===== config.mk =====
export PLATFORM = sky130hd
export DESIGN_NAME = id_recycling_allocator_unit_flat
export DESIGN_NICKNAME = d
export VERILOG_FILES = /design/src/sv/ira_pkg.sv /design/src/sv/ira_if.sv /design/src/sv/ira_ram.sv /design/src/sv/id_recycling_allocator_unit.sv /design/src/flat_wrapper.sv
export SDC_FILE = /design/constraint.sdc
export NUM_CORES = 1
export LEC_CHECK = 0
export ABC_AREA = 1
export BUFFER_PORTS_ARGS = -buffer_cell sky130_fd_sc_hd__buf_2
export CAP_MARGIN = 20
export CORE_MARGIN = 1.5
export CORE_UTILIZATION = 30
export CTS_BUF_LIST = sky130_fd_sc_hd__clkbuf_2 sky130_fd_sc_hd__clkbuf_4 sky130_fd_sc_hd__clkbuf_8
export CTS_CLUSTER_DIAMETER = 50
export DETAILED_ROUTE_END_ITERATION = 10
export PLACE_DENSITY = 0.46
export SLEW_MARGIN = 20
export SYNTH_ARGS = -nofsm -noshare
export SYNTH_HDL_FRONTEND = slang
export SYNTH_SLANG_ARGS = --single-unit

===== constraint.sdc =====
create_clock -name clk -period 3.3 [get_ports clk]
set_input_delay 0.33 -clock clk [delete_from_list [all_inputs] [get_ports clk]]
set_output_delay 0.33 -clock clk [all_outputs]
set_load 0.01 [all_outputs]

===== src/sv/ira_pkg.sv =====
// ----------------------------------------------------------------------------
// ira_pkg
// Shared constants and codes for the id recycling allocator.
// ----------------------------------------------------------------------------
package ira_pkg;

  // number of ids the allocator can hand out
  localparam int MAX_IDS = 24;

  // payload field widths
  localparam int TYPE_W   = 2;
  localparam int ID_W     = 5;
  localparam int STATUS_W = 2;
  localparam int COUNT_W  = 5;

  // internal widths: list address and counters that can hold MAX_IDS
  localparam int AW    = (MAX_IDS > 1) ? $clog2(MAX_IDS) : 1;
  localparam int CNT_W = $clog2(MAX_IDS + 1);

  // request types
  localparam logic [TYPE_W-1:0] REQ_CREATE = 2'd0;
  localparam logic [TYPE_W-1:0] REQ_REMOVE = 2'd1;
  localparam logic [TYPE_W-1:0] REQ_SELECT = 2'd2;
  localparam logic [TYPE_W-1:0] REQ_LOOKUP = 2'd3;

  // response status codes
  localparam logic [STATUS_W-1:0] ST_OK     = 2'd0;
  localparam logic [STATUS_W-1:0] ST_ABSENT = 2'd1;
  localparam logic [STATUS_W-1:0] ST_FULL   = 2'd2;

endpackage


===== src/sv/ira_if.sv =====
// ----------------------------------------------------------------------------
// ira_if
// Request and response channels of the id recycling allocator.
// ----------------------------------------------------------------------------
interface ira_req_if import ira_pkg::*; ();
  logic              valid;
  logic              ready;
  logic [TYPE_W-1:0] req_type;
  logic [ID_W-1:0]   req_id;

  modport source (output valid, output req_type, output req_id, input ready);
  modport sink   (input valid, input req_type, input req_id, output ready);
endinterface

interface ira_rsp_if import ira_pkg::*; ();
  logic                valid;
  logic                ready;
  logic [STATUS_W-1:0] status;
  logic [ID_W-1:0]     result_id;
  logic [COUNT_W-1:0]  live_count;
  logic                selected_valid;
  logic [ID_W-1:0]     selected_id;

  modport source (output valid, output status, output result_id, output live_count,
                  output selected_valid, output selected_id, input ready);
  modport sink   (input valid, input status, input result_id, input live_count,
                  input selected_valid, input selected_id, output ready);
endinterface


===== src/sv/ira_ram.sv =====
// ----------------------------------------------------------------------------
// ira_ram
// Generic single-write, single-read RAM with a registered read port.
// ----------------------------------------------------------------------------
module ira_ram #(
  parameter int WIDTH = 8,
  parameter int DEPTH = 16
) (
  input  logic                             clk,
  input  logic                             wr_en,
  input  logic [$clog2(DEPTH > 1 ? DEPTH : 2)-1:0] wr_addr,
  input  logic [WIDTH-1:0]                 wr_data,
  input  logic [$clog2(DEPTH > 1 ? DEPTH : 2)-1:0] rd_addr,
  output logic [WIDTH-1:0]                 rd_data
);

  logic [WIDTH-1:0] mem [DEPTH];

  always_ff @(posedge clk) begin
    if (wr_en) begin
      mem[wr_addr] <= wr_data;
    end
    rd_data <= mem[rd_addr];
  end

endmodule


===== src/sv/id_recycling_allocator_unit.sv =====
// ----------------------------------------------------------------------------
// id_recycling_allocator_unit
// Hands out small ids, takes them back and tracks one selected id.
// ----------------------------------------------------------------------------
// One request is in work at a time and each gives exactly one response item.
// A create goes straight to loading its response when no freed id waits or
// the table is full; when it recycles a freed id it first reads the free
// stack twice, then writes back once. Remove, select and lookup scan the
// live list in its RAM, one entry per cycle through the registered read
// port, and a remove that hits then moves the last live entry into the
// freed slot. A new request is taken once the previous response is loaded
// into the output register, even while that response still waits to be
// taken. Both lists sit in RAMs that need no clearing: only entries below
// the live and free counts are ever used.
// ----------------------------------------------------------------------------
module id_recycling_allocator_unit import ira_pkg::*; (
  input  logic       clk,
  input  logic       rst,
  ira_req_if.sink    req,
  ira_rsp_if.source  rsp
);

  // sequencer states
  localparam logic [2:0] S_IDLE   = 3'd0;  // waiting for a request
  localparam logic [2:0] S_SCAN   = 3'd1;  // walking the live list
  localparam logic [2:0] S_RM_WR  = 3'd2;  // compact live list, push free id
  localparam logic [2:0] S_CR_RDL = 3'd3;  // free[0] arrives, read last free
  localparam logic [2:0] S_CR_WR  = 3'd4;  // move last free into slot 0
  localparam logic [2:0] S_RESP   = 3'd5;  // load response register

  logic [2:0]          state;
  logic [TYPE_W-1:0]   req_type_q;
  logic [ID_W-1:0]     req_id_q;
  logic [CNT_W-1:0]    live_total;
  logic [CNT_W-1:0]    free_count;
  logic                sel_valid;
  logic [ID_W-1:0]     sel_id;
  logic [CNT_W-1:0]    scan_addr;   // next live entry to read
  logic                chk_valid;   // read data belongs to a scanned entry
  logic [AW-1:0]       chk_pos;     // entry whose data is on the read port
  logic [AW-1:0]       hit_pos;
  logic [ID_W-1:0]     new_id;
  logic [STATUS_W-1:0] res_status;
  logic [ID_W-1:0]     res_id;

  // live list RAM ports
  logic            live_we;
  logic [AW-1:0]   live_wa;
  logic [ID_W-1:0] live_wd;
  logic [AW-1:0]   live_ra;
  logic [ID_W-1:0] live_rd;

  // free stack RAM ports
  logic            free_we;
  logic [AW-1:0]   free_wa;
  logic [ID_W-1:0] free_wd;
  logic [AW-1:0]   free_ra;
  logic [ID_W-1:0] free_rd;

  logic          accept;
  logic          hit;
  logic          miss;
  logic          is_full;
  logic [AW-1:0] last_live;
  logic          rsp_load;

  assign req.ready = (state == S_IDLE);
  assign accept    = req.valid && req.ready;
  assign is_full   = (live_total >= CNT_W'(MAX_IDS));
  assign last_live = AW'(live_total - CNT_W'(1));

  // output register free or being emptied this cycle
  assign rsp_load  = (state == S_RESP) && (!rsp.valid || rsp.ready);

  // scan outcome: data of the previous read compared against the request
  assign hit  = (state == S_SCAN) && chk_valid && (live_rd == req_id_q);
  assign miss = (state == S_SCAN) && !hit && (scan_addr == live_total);

  ira_ram #(.WIDTH(ID_W), .DEPTH(MAX_IDS)) u_live_ram (
    .clk     (clk),
    .wr_en   (live_we),
    .wr_addr (live_wa),
    .wr_data (live_wd),
    .rd_addr (live_ra),
    .rd_data (live_rd)
  );

  ira_ram #(.WIDTH(ID_W), .DEPTH(MAX_IDS)) u_free_ram (
    .clk     (clk),
    .wr_en   (free_we),
    .wr_addr (free_wa),
    .wr_data (free_wd),
    .rd_addr (free_ra),
    .rd_data (free_rd)
  );

  // memory address and write control
  always_comb begin
    // scan reads one entry per cycle; a remove hit fetches the last entry
    live_ra = scan_addr[AW-1:0];
    if (hit && (req_type_q == REQ_REMOVE)) begin
      live_ra = last_live;
    end

    // free[0] is read while idle, the top of the stack in S_CR_RDL
    free_ra = '0;
    if (state == S_CR_RDL) begin
      free_ra = AW'(free_count - CNT_W'(1));
    end

    live_we = 1'b0;
    live_wa = AW'(live_total);
    live_wd = ID_W'(live_total);
    free_we = 1'b0;
    free_wa = AW'(free_count);
    free_wd = req_id_q;

    unique case (state)
      S_IDLE: begin
        // fresh id: append the current count
        if (accept && (req.req_type == REQ_CREATE) && !is_full &&
            (free_count == '0)) begin
          live_we = 1'b1;
        end
      end
      S_RM_WR: begin
        // last live entry fills the freed slot
        live_we = 1'b1;
        live_wa = hit_pos;
        live_wd = live_rd;
        free_we = (free_count < CNT_W'(MAX_IDS));
      end
      S_CR_WR: begin
        // recycled id appended, last free entry moves into slot 0
        live_we = 1'b1;
        live_wd = new_id;
        free_we = 1'b1;
        free_wa = '0;
        free_wd = free_rd;
      end
      default: begin
      end
    endcase
  end

  // sequencer and bookkeeping
  always_ff @(posedge clk) begin
    if (rst) begin
      state      <= S_IDLE;
      live_total <= '0;
      free_count <= '0;
      sel_valid  <= 1'b0;
      sel_id     <= '0;
      chk_valid  <= 1'b0;
      rsp.valid  <= 1'b0;
    end else begin
      if (rsp_load) begin
        rsp.valid <= 1'b1;
      end else if (rsp.ready) begin
        rsp.valid <= 1'b0;
      end

      unique case (state)
        S_IDLE: begin
          if (accept) begin
            req_type_q <= req.req_type;
            req_id_q   <= req.req_id;
            scan_addr  <= '0;
            chk_valid  <= 1'b0;
            if (req.req_type == REQ_CREATE) begin
              if (is_full) begin
                res_status <= ST_FULL;
                res_id     <= '0;
                state      <= S_RESP;
              end else if (free_count == '0) begin
                res_status <= ST_OK;
                res_id     <= ID_W'(live_total);
                live_total <= live_total + CNT_W'(1);
                state      <= S_RESP;
              end else begin
                state <= S_CR_RDL;
              end
            end else begin
              state <= S_SCAN;
            end
          end
        end

        S_SCAN: begin
          if (hit) begin
            hit_pos    <= chk_pos;
            res_status <= ST_OK;
            res_id     <= req_id_q;
            if (req_type_q == REQ_REMOVE) begin
              state <= S_RM_WR;
            end else begin
              if (req_type_q == REQ_SELECT) begin
                sel_valid <= 1'b1;
                sel_id    <= req_id_q;
              end
              state <= S_RESP;
            end
          end else if (miss) begin
            res_status <= ST_ABSENT;
            res_id     <= req_id_q;
            state      <= S_RESP;
          end else begin
            chk_valid <= 1'b1;
            chk_pos   <= scan_addr[AW-1:0];
            scan_addr <= scan_addr + CNT_W'(1);
          end
        end

        S_RM_WR: begin
          // dropping the selected id clears the selection
          if (sel_valid && (sel_id == req_id_q)) begin
            sel_valid <= 1'b0;
            sel_id    <= '0;
          end
          if (free_count < CNT_W'(MAX_IDS)) begin
            free_count <= free_count + CNT_W'(1);
          end
          live_total <= live_total - CNT_W'(1);
          state      <= S_RESP;
        end

        S_CR_RDL: begin
          new_id <= free_rd;
          state  <= S_CR_WR;
        end

        S_CR_WR: begin
          free_count <= free_count - CNT_W'(1);
          live_total <= live_total + CNT_W'(1);
          res_status <= ST_OK;
          res_id     <= new_id;
          state      <= S_RESP;
        end

        S_RESP: begin
          if (rsp_load) begin
            rsp.status         <= res_status;
            rsp.result_id      <= res_id;
            rsp.live_count     <= COUNT_W'(live_total);
            rsp.selected_valid <= sel_valid;
            rsp.selected_id    <= sel_valid ? sel_id : '0;
            state              <= S_IDLE;
          end
        end

        default: begin
          state <= S_IDLE;
        end
      endcase
    end
  end

endmodule

===== src/flat_wrapper.sv =====
// flat-port wrapper written by rule: the top's interface ports become plain ports
module id_recycling_allocator_unit_flat import ira_pkg::*;
  (clk, rst, req_valid, req_req_type, req_req_id, req_ready, rsp_valid, rsp_status, rsp_result_id, rsp_live_count, rsp_selected_valid, rsp_selected_id, rsp_ready);
  ira_req_if req_i ();
  ira_rsp_if rsp_i ();
  input  logic clk;
  input  logic rst;
  input wire logic [$bits(req_i.valid)-1:0] req_valid;
  input wire logic [$bits(req_i.req_type)-1:0] req_req_type;
  input wire logic [$bits(req_i.req_id)-1:0] req_req_id;
  output wire logic [$bits(req_i.ready)-1:0] req_ready;
  output wire logic [$bits(rsp_i.valid)-1:0] rsp_valid;
  output wire logic [$bits(rsp_i.status)-1:0] rsp_status;
  output wire logic [$bits(rsp_i.result_id)-1:0] rsp_result_id;
  output wire logic [$bits(rsp_i.live_count)-1:0] rsp_live_count;
  output wire logic [$bits(rsp_i.selected_valid)-1:0] rsp_selected_valid;
  output wire logic [$bits(rsp_i.selected_id)-1:0] rsp_selected_id;
  input wire logic [$bits(rsp_i.ready)-1:0] rsp_ready;
  assign req_i.valid = req_valid;
  assign req_i.req_type = req_req_type;
  assign req_i.req_id = req_req_id;
  assign req_ready = req_i.ready;
  assign rsp_valid = rsp_i.valid;
  assign rsp_status = rsp_i.status;
  assign rsp_result_id = rsp_i.result_id;
  assign rsp_live_count = rsp_i.live_count;
  assign rsp_selected_valid = rsp_i.selected_valid;
  assign rsp_selected_id = rsp_i.selected_id;
  assign rsp_i.ready = rsp_ready;
  id_recycling_allocator_unit u_core (.clk(clk), .rst(rst), .req(req_i), .rsp(rsp_i));
endmodule

==> results.md, run 1 <==
- The number of pins exceeding their max-slew limit in the final report is 0.
- The number of nets handed over by synthesis was 1299.
- The instance count on the critical path is 17.
- The clock arrives with 0.0309 ns of skew.
- The most used flip-flop cell after synthesis is sky130_fd_sc_hd__edfxtp_1.
- In this run the deepest clock path goes through 3 buffers.
- IR analysis of the VDD net gives a maximum drop of 0.000373 V.
- The library cell used as clock root buffer is sky130_fd_sc_hd__clkbuf_8.
- The total overflow left after global routing is 0.
- The synthesized design contains 292 enable-type register cells.
- The beginning of the worst hold path is rsp_ready.
- The routed wire length is 36.9 mm.
- The critical path is of the reg2reg type.
- In the post-route analysis, the smallest setup slack over all paths is 0.360 ns.
- The number of failing hold endpoints at the final stage is 0.
- At the end of routability-driven placement, the weighted congestion stood at 0.859.
- The max-capacitance violation count is 0.
- The level count of the clock H-tree is 2.
- After synthesis, the cell types taking the most area are sky130_fd_sc_hd__edfxtp_1 62%, sky130_fd_sc_hd__nand2_1 6.3%, sky130_fd_sc_hd__nand3_1 4.5%.
- The post-detailed-route DRC marker count is 0.
- The total power is 12.7 mW.
- In this run, the number of DRC markers left after iteration 0 of detailed routing was 737.
- The slowest cell on the critical path is sky130_fd_sc_hd__edfxtp_1.
- The number of buffers and inverters on the critical path is 3.
- Of the cells placed in the final design, the portion with a size suffix greater than 1 is 0.147.
- The initial antenna violation count was 0.
- Of the available clock period, the critical path in the final layout requires 0.891.
- The setup violation total in the final timing report is 0.
- The first TritonRoute pass finished after 6 iterations.
- In this run the core area contains 79 standard-cell rows.
- The internal power of the cells totals 8.22 mW.
- Tracing the worst setup path back leads to its startpoint at u_core.req_id_q[1].
- For this run, the slowest stage of the critical path takes 0.49 ns.
- For the pin with the worst max-slew slack, the measured transition is 0.652 ns.
- From synthesis to final layout, the design area changed by 15.3%.
- The source of the worst register-to-register timing path is u_core.req_id_q[1].
- The worst setup path is launched from a flop.
- The cell count after synthesis is 1281.
- The TritonCTS clock tree is built.
- Ranked by instance count, the synthesized netlist is headed by 292 x sky130_fd_sc_hd__edfxtp_1, 235 x sky130_fd_sc_hd__nand2_1, 142 x sky130_fd_sc_hd__inv_1.
- During I/O placement, the number of pins put on the boundary was 31.
- In the global route stage, overall resource usage came out at 0.156.
- STA classifies the critical path endpoint as a flop.
- The cell area that synthesis handed to floorplanning was 14000 µm².
- Of the total power, registers draw 0.434.
- The number of global-route vias before repair is 9530.
- Once detailed placement completed, the half-perimeter wirelength came to 24.3 mm.
- The die is 219 µm wide.
- The power density relative to cell area is 784 nW/µm².
- The instance count along the most critical hold path is 4.
- The area enclosed by the die boundary is 48100 µm².
- The analysis attributes to cell leakage a power of 6.07 nW.
- The worst reg2reg path endpoint is u_core.u_live_ram.rd_data[2].
- Synthesis instantiated 51 different standard cells from the library.
- Counting I/O delays and the setup requirement, the final critical path takes 2.94 ns.
- Setup total negative slack on the finished layout was measured at 0 ns.
- The relative slew slack is 0.563.
- Of the total power, the clock network draws 0.278.
- During synthesis, Yosys emitted a total of 0 warnings.
- Summed over all instances, the cell type with the most area after synthesis is sky130_fd_sc_hd__edfxtp_1.
- The final core utilization is 0.349.
- The area fraction of the dominant cell type after synthesis is 0.625.
- The critical path ends at u_core.u_live_ram.rd_data[2].
- The average instance area after synthesis is 11.0 µm².
- Of the total power, the share spent switching nets is 0.352.
- The net load switching power is 4.46 mW.
- The flow ran to the end, and the final reports show no timing, DRC or antenna violations.
- The min-delay analysis places its worst path in the category in2reg.
- The data arrival time at the worst-slack endpoint is 3.42 ns.
- The register-to-register setup slack is 0.36 ns.
- The y dimension of the die is 219 µm.
- In the final routed layout, each cell accounts on average for 18.3 µm.
- The part of the Yosys area used for sequential elements is 0.669.
- The post-cts gate resize count is 0.
- The total number of vias is 9528.
- The clock sink count is 323.
- The post-layout net count is 1379.
- Of all flip-flops after synthesis, the portion carrying an async set or reset was 0.
- The top fanout value on the critical path is 38.
- The cell family contributing the most delay on the critical path is simple AND/OR/NAND/NOR gates.
- Counting flops and latches in the post-synthesis netlist gives 323.
- Clock-pin slew was measured on the worst setup and hold paths at 0.06 ns.
- The number of antenna-violating nets in the routed design is 0.
- Using the TritonRoute via totals, the vias-per-cell ratio works out to 4.73.
- The worst register-to-register path has a depth of 17.
- The first global-routing pass estimated 57.0 mm of wire.
- Entering global routing, the biggest net connects 39 pins.
- The number of CTS-inserted buffers is 53.
- Derived from the worst setup path, the maximum achievable clock frequency is 0.340 GHz.
- OpenSTA, run right after detailed placement, puts the worst setup slack at 0.368 ns.
- The cell seen most often among critical-path stages is sky130_fd_sc_hd__nand2_1.
- The starting utilization of the core area is 0.303.
- By instance count, the leading cell after synthesis is sky130_fd_sc_hd__edfxtp_1.
- The signal on the critical path passes through inv_2 > nand2_1 > nand2_1 > inv_1 > nand2_1 > nor2_1 > nand3_4 > nand2_2 > nand2_2 > buf_4 > nand2_1 > nand3_1 > nand3_1 > nand3_1 > nand2_1 > nand2_1 > nand2_1.
- Setup repair after global routing left no endpoint under its margin.
- After floorplanning, the core was sized to cover 46400 µm².
- The clock latency of the later-clocked register in the worst-skew pair is 0.61 ns.
- For the worst setup path, the data required time is 3.78 ns.
- During placement, the flow inserted port buffers numbering 30.
- Of the total power, combinational logic draws 0.289.
- The worst-case hold slack is 0.0859 ns.
-- cell type report --
cell class,count,area (µm²)
Antenna cell,1,2.50
Clock buffer,84,1010
Clock inverter,15,68.8
Fill cell,4684,30200
Inverter,151,567
Multi-Input combinational cell,754,3860
Sequential cell,323,9390
Tap cell,607,759
Timing Repair Buffer,78,528
-- power groups by stage --
stage          clock, mW  combinational [mW]  sequential [mW]
6_report            3.52                3.66             5.50
5_1_grt             3.79                4.09             5.54
4_1_cts             3.63                3.72             5.50
3_5_place_dp           0                3.69             5.59
3_3_place_gp           0                3.70             5.58
2_1_floorplan          0                2.34             5.49
-- logic make-up after synthesis --
| group | share of synthesized area |
|---|---|
| xor+xnor | 0.00802 |
| fa+ha+maj | 0.00624 |
| buf+inv | 0.0592 |
| simple gates | 0.175 |
| compound gates | 0.0821 |
| flops | 0.669 |
| mux | 0.000713 |
-- flip-flops by register name, summed over array words and instances, names as in the netlist, 2 cells and up --
signal                     flops
u_core.state                   3
u_core.u_live_ram.rd_data      5
u_core.req_type_q              2
u_core.rsp.result_id           5
u_core.rsp.live_count          5
u_core.rsp.selected_id         5
u_core.res_status              2
u_core.res_id                  5
u_core.scan_addr               5
u_core.rsp.status              2
u_core.req_id_q                5
u_core.sel_id                  5
u_core.new_id                  5
u_core.live_total              5
u_core.u_free_ram.mem        120
u_core.u_live_ram.mem        120
u_core.free_count              5
u_core.chk_pos                 5
u_core.u_free_ram.rd_data      5
u_core.hit_pos                 5
-- tightest hold or removal path: stages --
cell and delay (ns):
sky130_fd_sc_hd__buf_2 0.07, sky130_fd_sc_hd__nor2_1 0.05, sky130_fd_sc_hd__inv_1 0.11, sky130_fd_sc_hd__a21oi_1 0.08
-- cell usage in the layout, fill, tap and decap left out, types with 14 or more instances in the layout --
cell type / n
sky130_fd_sc_hd__edfxtp_1: 292
sky130_fd_sc_hd__nand2_1: 234
sky130_fd_sc_hd__inv_1: 142
sky130_fd_sc_hd__nor2_1: 138
sky130_fd_sc_hd__nand3_1: 126
sky130_fd_sc_hd__clkbuf_8: 60
sky130_fd_sc_hd__o21ai_0: 47
sky130_fd_sc_hd__buf_4: 41
sky130_fd_sc_hd__a21oi_1: 36
sky130_fd_sc_hd__o211ai_1: 31
sky130_fd_sc_hd__dfxtp_1: 31
sky130_fd_sc_hd__buf_2: 30
sky130_fd_sc_hd__clkbuf_4: 24
sky130_fd_sc_hd__nand3b_1: 15
sky130_fd_sc_hd__o221ai_1: 14
-- timing repair --
action,4_1_cts,5_1_grt
hold buffers,7,0
hold endpoints to repair,7,0
setup buffers,0,0
-- worst min-delay path by stage --
| stage | to | slack (ns) |
|---|---|---|
| after floorplan | u_core.hit_pos[0] | 0.40 |
| after global placement | u_core.hit_pos[2] | 0.41 |
| after detailed placement | u_core.hit_pos[0] | 0.41 |
| after CTS | u_core.rsp.valid | 0.05 |
| after global routing | u_core.rsp.valid | 0.09 |
| final | u_core.rsp.valid | 0.09 |
-- stage by stage --
step	instance area, µm²	instances
after floorplan	14000	1281
after global placement	15000	1906
after detailed placement	15000	1906
after CTS	16200	2012
after global routing	16200	2012
final	16200	2013
-- metal layers --
| metal | routed length (µm) | track usage |
|---|---|---|
| met1 | 16900 | 0.207 |
| met2 | 17900 | 0.263 |
| met5 | 0 | 0 |
| met4 | 605 | 0.0381 |
| met3 | 1530 | 0.0259 |
No activity file was read; power rests on OpenSTA's default activity.
==> run 2, diff against run 1 <==
- CTS_BUF_LIST: sky130_fd_sc_hd__clkbuf_2 sky130_fd_sc_hd__clkbuf_4 sky130_fd_sc_hd__clkbuf_8 -> unset
==> results.md, run 2 (synthesis results as in run 1) <==
- The flow ran to the end, and the final reports show no timing, DRC or antenna violations.
- Across every metal layer, demand over resource in global routing totals 0.154.
- The final core utilization is 0.352.
- Setup repair after global routing left no endpoint under its margin.
- The starting utilization of the core area is 0.303.
- The final layout contains routed wiring with a total length of 36.7 mm.
- The worst register-to-register path begins at u_core.req_id_q[1].
- The area growth from synthesis to layout is 16.3%.
- The area of the core is 46400 µm².
- After floorplanning, the core was divided into 79 placement rows.
- Of the cells placed in the final design, the portion with a size suffix greater than 1 is 0.128.
- The number of buffers and inverters on the critical path is 3.
- The clock-pin transition on the worst setup and hold timing paths is 0.06 ns.
- The critical path is of the reg2reg type.
- The clock net in this run drives a total of 323 sinks.
- In this run the vertical extent of the chip is 219 µm.
- The cell internal power dissipation is 8.79 mW.
- The number of antenna-violating nets in the routed design is 0.
- The count of TritonRoute iterations in the first routing pass is 5.
- In this run, placement finished with an instance count of 1906.
- In this run the register-to-register setup slack is 0.38 ns.
- The worst hold path begins at rsp_ready.
- The analysis attributes to net switching a power of 4.51 mW.
- The initial antenna violation count is 0.
- The clock network fraction of design power is 0.310.
- The sequential share of power is 0.414.
- The max-capacitance violation count is 0.
- The proportion of total power due to net switching is 0.339.
- In this design, the stage delay of the slowest critical-path cell is 0.47 ns.
- The number of CTS-inserted buffers is 37.
- Data arrives at the worst endpoint at 3.33 ns.
- For this run, design rule violations remaining after detail routing come to 0.
- In the final layout, the registers with the most flip-flops are u_core.u_free_ram.mem (120), u_core.u_live_ram.mem (120).
- The port buffer count is 30.
- 0 antenna diodes ended up in the layout.
- TritonCTS built the clock tree.
- The H-tree was split into 2 levels.
- Walking the worst path, the cells encountered are inv_2 > nand2_1 > nand2_1 > inv_1 > nand2_1 > nor2_1 > nand3_4 > nand2_4 > nand2_2 > buf_4 > nand2_1 > nand2_1 > nand2_1 > o211ai_1 > nand3_1 > nand2_1.
- The share of the clock period used by the worst path after layout is 0.884.
- Across the routed clock network, the largest skew measured is 0.0336 ns.
- The leakage power figure is 6.10 nW.
- The post-placement worst setup slack is 0.368 ns.
- The maximum count of clock buffers along a single path is 3.
- In the final timing run, aggregate negative setup slack is 0 ns.
- The number of failing hold endpoints at the final stage is 0.
- The number of DRC violations after detailed-routing iteration 0 is 663.
- After detailed placement, the total cell area comes to 15000 µm².
- The slowest cell on the critical path is sky130_fd_sc_hd__edfxtp_1.
- In this run the power density over the cells is 815 nW/µm².
- In the final routed layout, each cell accounts on average for 18.6 µm.
- The die outline width is 219 µm.
- The most critical setup path has its startpoint at u_core.req_id_q[1].
- The endpoint type of the worst setup path is a flop.
- In the routed layout, each cell is associated on average with a via count of 4.75.
- At the end of routability-driven placement, the weighted congestion stood at 0.859.
- 31 I/O pins were placed.
- The finished layout holds 1978 standard cells, fillers aside.
- Leaving out fill and tap cells, the most frequent cell in the layout is sky130_fd_sc_hd__edfxtp_1.
- The dominant delay contributor by cell family on the critical path is simple AND/OR/NAND/NOR gates.
- The post-layout net count is 1363.
- STA classifies the critical path startpoint as a flop.
- The cell sitting at the root of the clock tree is a sky130_fd_sc_hd__clkbuf_16.
- After global routing the overflow that remains totals 0.
- The worst setup slack after layout is 0.382 ns.
- The maximum number of pins on one net before global-route repair is 39.
- The worst-case hold slack is 0.155 ns.
- The required arrival time at the worst endpoint is 3.71 ns.
- The relative contribution of combinational cells to total power is 0.276.
- The time the final worst path needs with I/O delays and setup is 2.92 ns.
- The worst-case IR drop observed on VDD is 0.000390 V.
- By instance count, the cell type seen most on the critical path is sky130_fd_sc_hd__nand2_1.
- The number of pins exceeding their max-slew limit in the final report is 0.
- The routed layout has 9402 vias.
- The number of global-route vias before repair is 9425.
- The finished cells cover 16300 µm².
- Of all nets on the critical path, the largest fanout is 28.
- Setup violations remaining at the end of the flow were counted as 0.
- The clock latency of the later-clocked register in the worst-skew pair is 0.54 ns.
- The design draws 13.3 mW.
- Headroom to the max-slew limit came out at 0.565.
- The placed wire-length estimate is 24.3 mm.
- The library cells used most frequently in the layout, excluding fill and tap cells, are 292 x sky130_fd_sc_hd__edfxtp_1, 234 x sky130_fd_sc_hd__nand2_1, 142 x sky130_fd_sc_hd__inv_1.
- The transition time of the tightest slew-check pin is 0.645 ns.
- The first global-routing pass estimated 56.5 mm of wire.
- The worst hold path class is in2reg.
- For this run, the top clock speed supported by timing is 0.343 GHz.
- The die covers 48100 µm².
[run 2: worst paths after layout]
path,endpoint,depth (start not counted)
worst max-delay path,u_core.u_live_ram.rd_data[1],16
worst min-delay path,u_core.rsp.valid,4
worst max register to register,u_core.u_live_ram.rd_data[1],16
worst min register to register,u_core.hit_pos[0],0
[run 2: what timing repair did]
| action | CTS | global route |
|---|---|---|
| endpoints found under the setup margin | 0 | 0 |
| hold buffers | 7 | 0 |
| gates resized for setup | 0 | 0 |
| endpoints found under the hold margin | 7 | 0 |
| buffers inserted | 0 | 0 |
[run 2: power by group through the flow]
stage / registers, mW / clock network [mW] / logic (mW)
CTS: 5.51 / 4.22 / 3.72
finish: 5.50 / 4.12 / 3.67
global route: 5.55 / 4.36 / 4.09
floorplan: 5.49 / 0 / 2.34
detailed placement: 5.59 / 0 / 3.69
global placement: 5.58 / 0 / 3.70
[run 2: final cells by class]
cell class	count	area, µm²
Inverter	151	567
Tap cell	607	759
Sequential cell	323	9390
Fill cell	4652	30000
Clock buffer	47	1010
Multi-Input combinational cell	754	3860
Clock inverter	18	209
Timing Repair Buffer	78	528
[run 2: worst register-to-register path, delay by kind of cell, from the launching register on]
kind	cells	cell delay (ns)
buffers and inverters	3	0.58
and+or+nand+nor	12	1.65
DFF	1	0.47
AOI/OAI and AO/OA	1	0.11
[run 2: per-layer routing]
layer | track usage | up-vias | part of all wire
met3 | 0.0223 | 59 | 0.043
met5 | 0 | - | 0
li1 | - | 4581 | -
met2 | 0.260 | 205 | 0.48
met4 | 0.0404 | 0 | 0.021
met1 | 0.207 | 4557 | 0.45
==> run 3, diff against run 2 <==
- CORE_ASPECT_RATIO: unset -> 0.6
- PLACE_DENSITY: 0.46 -> 0.48
- clock period: 3.3 -> 2.35 ns (I/O delays scaled with it)
==> results.md, run 3 (synthesis results as in run 1) <==
- The flow ran to the end, and the final reports show no timing, DRC or antenna violations.
- In this run the core area contains 61 standard-cell rows.
- Total power for the finished layout comes to 20.3 mW.
- The library cell used as clock root buffer is sky130_fd_sc_hd__clkbuf_16.
- The die outline width is 282 µm.
- The library cells used most frequently in the layout, excluding fill and tap cells, are 292 x sky130_fd_sc_hd__edfxtp_1, 231 x sky130_fd_sc_hd__nand2_1, 138 x sky130_fd_sc_hd__inv_1.
- The clock latency of the later-clocked register in the worst-skew pair is 0.56 ns.
- The setup violation total in the final timing report is 0.
- The routed design has 41.0 mm of wire.
- The initial antenna violation count is 1.
- The slowest cell on the critical path is sky130_fd_sc_hd__dfxtp_1.
- The delay of the slowest critical-path stage is 0.35 ns.
- For this run, design rule violations remaining after detail routing come to 0.
- The cell seen most often among critical-path stages is sky130_fd_sc_hd__nand2_1.
- The clock sink count is 323.
- The count of TritonRoute iterations in the first routing pass is 6.
- The dominant delay contributor by cell family on the critical path is simple AND/OR/NAND/NOR gates.
- Clock-pin slew was measured on the worst setup and hold paths at 0.06 ns.
- The wire length of the first global-routing pass is 59.6 mm.
- For the worst setup path, the data arrival time is 2.46 ns.
- The final core utilization is 0.382.
- In the final layout, the share of cells above drive strength 1 is 0.212.
- After the last flow step, the layout net total stands at 1478.
- Measured along the y axis, the die boundary spans 171 µm.
- From synthesis to final layout, the design area changed by 25.9%.
- The max-capacitance violation count is 0.
- The level count of the clock H-tree is 2.
- On the final layout, the worst clock skew is 0.0464 ns.
- The die covers 48100 µm².
- The port buffer count is 30.
- Leaving out fill and tap cells, the most frequent cell in the layout is sky130_fd_sc_hd__edfxtp_1.
- Counting I/O delays and the setup requirement, the final critical path takes 2.21 ns.
- Dividing the final minimum period by the clock period gives 0.941.
- The number of failing hold endpoints at the final stage came to 0.
- The worst-case IR drop observed on VDD is 0.000525 V.
- The placed wire-length estimate is 27.9 mm.
- At the pin with the least slew margin, the transition time is 0.693 ns.
- The total grt overflow is 0.
- The congestion estimate from routability-driven global placement came to 0.892.
- The routed via count divided by cell count is 4.86.
- For this design the ratio of total power to cell area is 1150 nW/µm².
- The worst setup path is launched from a flop.
- The critical path contains buffers and inverters numbering 4 combined.
- The count of nets left with antenna violations once routing finished came out at 0.
- The starting utilization of the core area is 0.303.
- Along the worst path, the maximum fanout reaches 6.
- Pin placement for this block handled 31 I/O pins.
- The total routing resource utilization after global routing is 0.166.
- The number of pins exceeding their max-slew limit in the final report is 0.
- The number of global-route vias before repair is 9408.
- The endpoint type of the worst setup path is a flop.
- The relative slew slack is 0.538.
- The number of DRC violations after detailed-routing iteration 0 is 1087.
- Prior to clock tree synthesis, the placed netlist has a worst setup slack of 0.0166 ns.
- TritonCTS built the clock tree.
- The average routed wire per standard cell is 19.4 µm.
- The worst setup slack after layout is 0.138 ns.
- No sink is reached through more buffers than the 3 on the longest clock path.
- The largest registers in the layout are u_core.u_free_ram.mem (120), u_core.u_live_ram.mem (120).
- The maximum clock frequency is 0.452 GHz.
- The number of CTS-inserted buffers is 37.
- The area of the core is 46300 µm².
- The routed layout has 10300 vias.
- The setup path with the least slack is of type reg2reg.
- Setup total negative slack on the finished layout was measured at 0 ns.
- The worst hold path class is in2reg.
- The required arrival time at the worst endpoint is 2.59 ns.
- Entering global routing, the biggest net connects 50 pins.
- The total inserted antenna cells is 0.
- The signal on the critical path passes through inv_1 > nand2_1 > nor2_1 > nand2_1 > inv_1 > nand4_1 > nand2_1 > nand3_1 > buf_4 > nor2_1 > buf_4.
- The leakage power figure is 6.82 nW.
==> run 3: cell count changes in the layout (fill, tap and decap cells not counted), moves of 5 or more <==
cell / change
sky130_fd_sc_hd__buf_4: +95
sky130_fd_sc_hd__nand3_1: -5
sky130_fd_sc_hd__nand3_2: +5
sky130_fd_sc_hd__buf_12: +11
sky130_fd_sc_hd__clkbuf_16: +5
==> run 3: final cells by class <==
type / count / area (µm²)
flip-flops and latches: 323 / 9390
repair buffers: 192 / 1610
clock inverters: 24 / 342
multi-input cells: 755 / 4000
well taps: 630 / 788
clock buffers: 43 / 980
fillers: 4601 / 28600
inverters: 151 / 568
==> run 3: routing by layer <==
| layer | global-route usage | vias up | wire (µm) |
|---|---|---|---|
| li1 | - | 4831 | - |
| met4 | 0.0337 | 0 | 535 |
| met5 | 0 | - | 0 |
| met3 | 0.0264 | 44 | 2950 |
| met1 | 0.281 | 5057 | 22000 |
| met2 | 0.215 | 353 | 15500 |
==> run 3: per-stage QoR <==
stage	instance area, µm²	instances	hold slack, ns
2_1_floorplan	14000	1281	0.334
3_3_place_gp	16000	2031	0.406
3_5_place_dp	16000	2032	0.405
4_1_cts	17400	2108	0.141
5_1_grt	17700	2118	0.168
6_report	17700	2118	0.157
==> run 3: path summary, 6_finish.rpt <==
| kind | from | cells after the start | endpoint | slack, ns |
|---|---|---|---|---|
| min reg2reg | u_core.chk_pos[0] | 0 | u_core.hit_pos[0] | 0.42 |
| max reg2reg | u_core.state[2] | 11 | u_core.u_live_ram.mem[0][2] | 0.14 |
| max | u_core.state[2] | 11 | u_core.u_live_ram.mem[0][2] | 0.14 |
| min | rst | 2 | u_core.state[0] | 0.16 |
==> run 3: worst register-to-register path, cell delays in order, from the launching register on <==
cell and delay [ns]:
sky130_fd_sc_hd__dfxtp_1 0.35, sky130_fd_sc_hd__inv_1 0.18, sky130_fd_sc_hd__nand2_1 0.09, sky130_fd_sc_hd__nor2_1 0.19, sky130_fd_sc_hd__nand2_1 0.10, sky130_fd_sc_hd__inv_1 0.08, sky130_fd_sc_hd__nand4_1 0.10, sky130_fd_sc_hd__nand2_1 0.18
sky130_fd_sc_hd__nand3_1 0.11, sky130_fd_sc_hd__buf_4 0.21, sky130_fd_sc_hd__nor2_1 0.13, sky130_fd_sc_hd__buf_4 0.17
==> run 3: what timing repair did <==
action | CTS | global route
hold buffers | 7 | 0
setup endpoints to repair | 1 | 114
setup buffers | 1 | 5
pin swaps | 1 | 7
gates resized for setup | 2 | 35
hold endpoints to repair | 7 | 0
cloned | 1 | 5
==> run 3: power breakdown <==
group | switching (mW) | total [mW] | leakage [nW] | internal (mW)
clock network | 2.46 | 6.26 | 0.647 | 3.81
logic | 4.30 | 6.39 | 3.25 | 2.09
registers | 0.291 | 7.66 | 2.92 | 7.37
total | 7.05 | 20.3 | 6.82 | 13.3
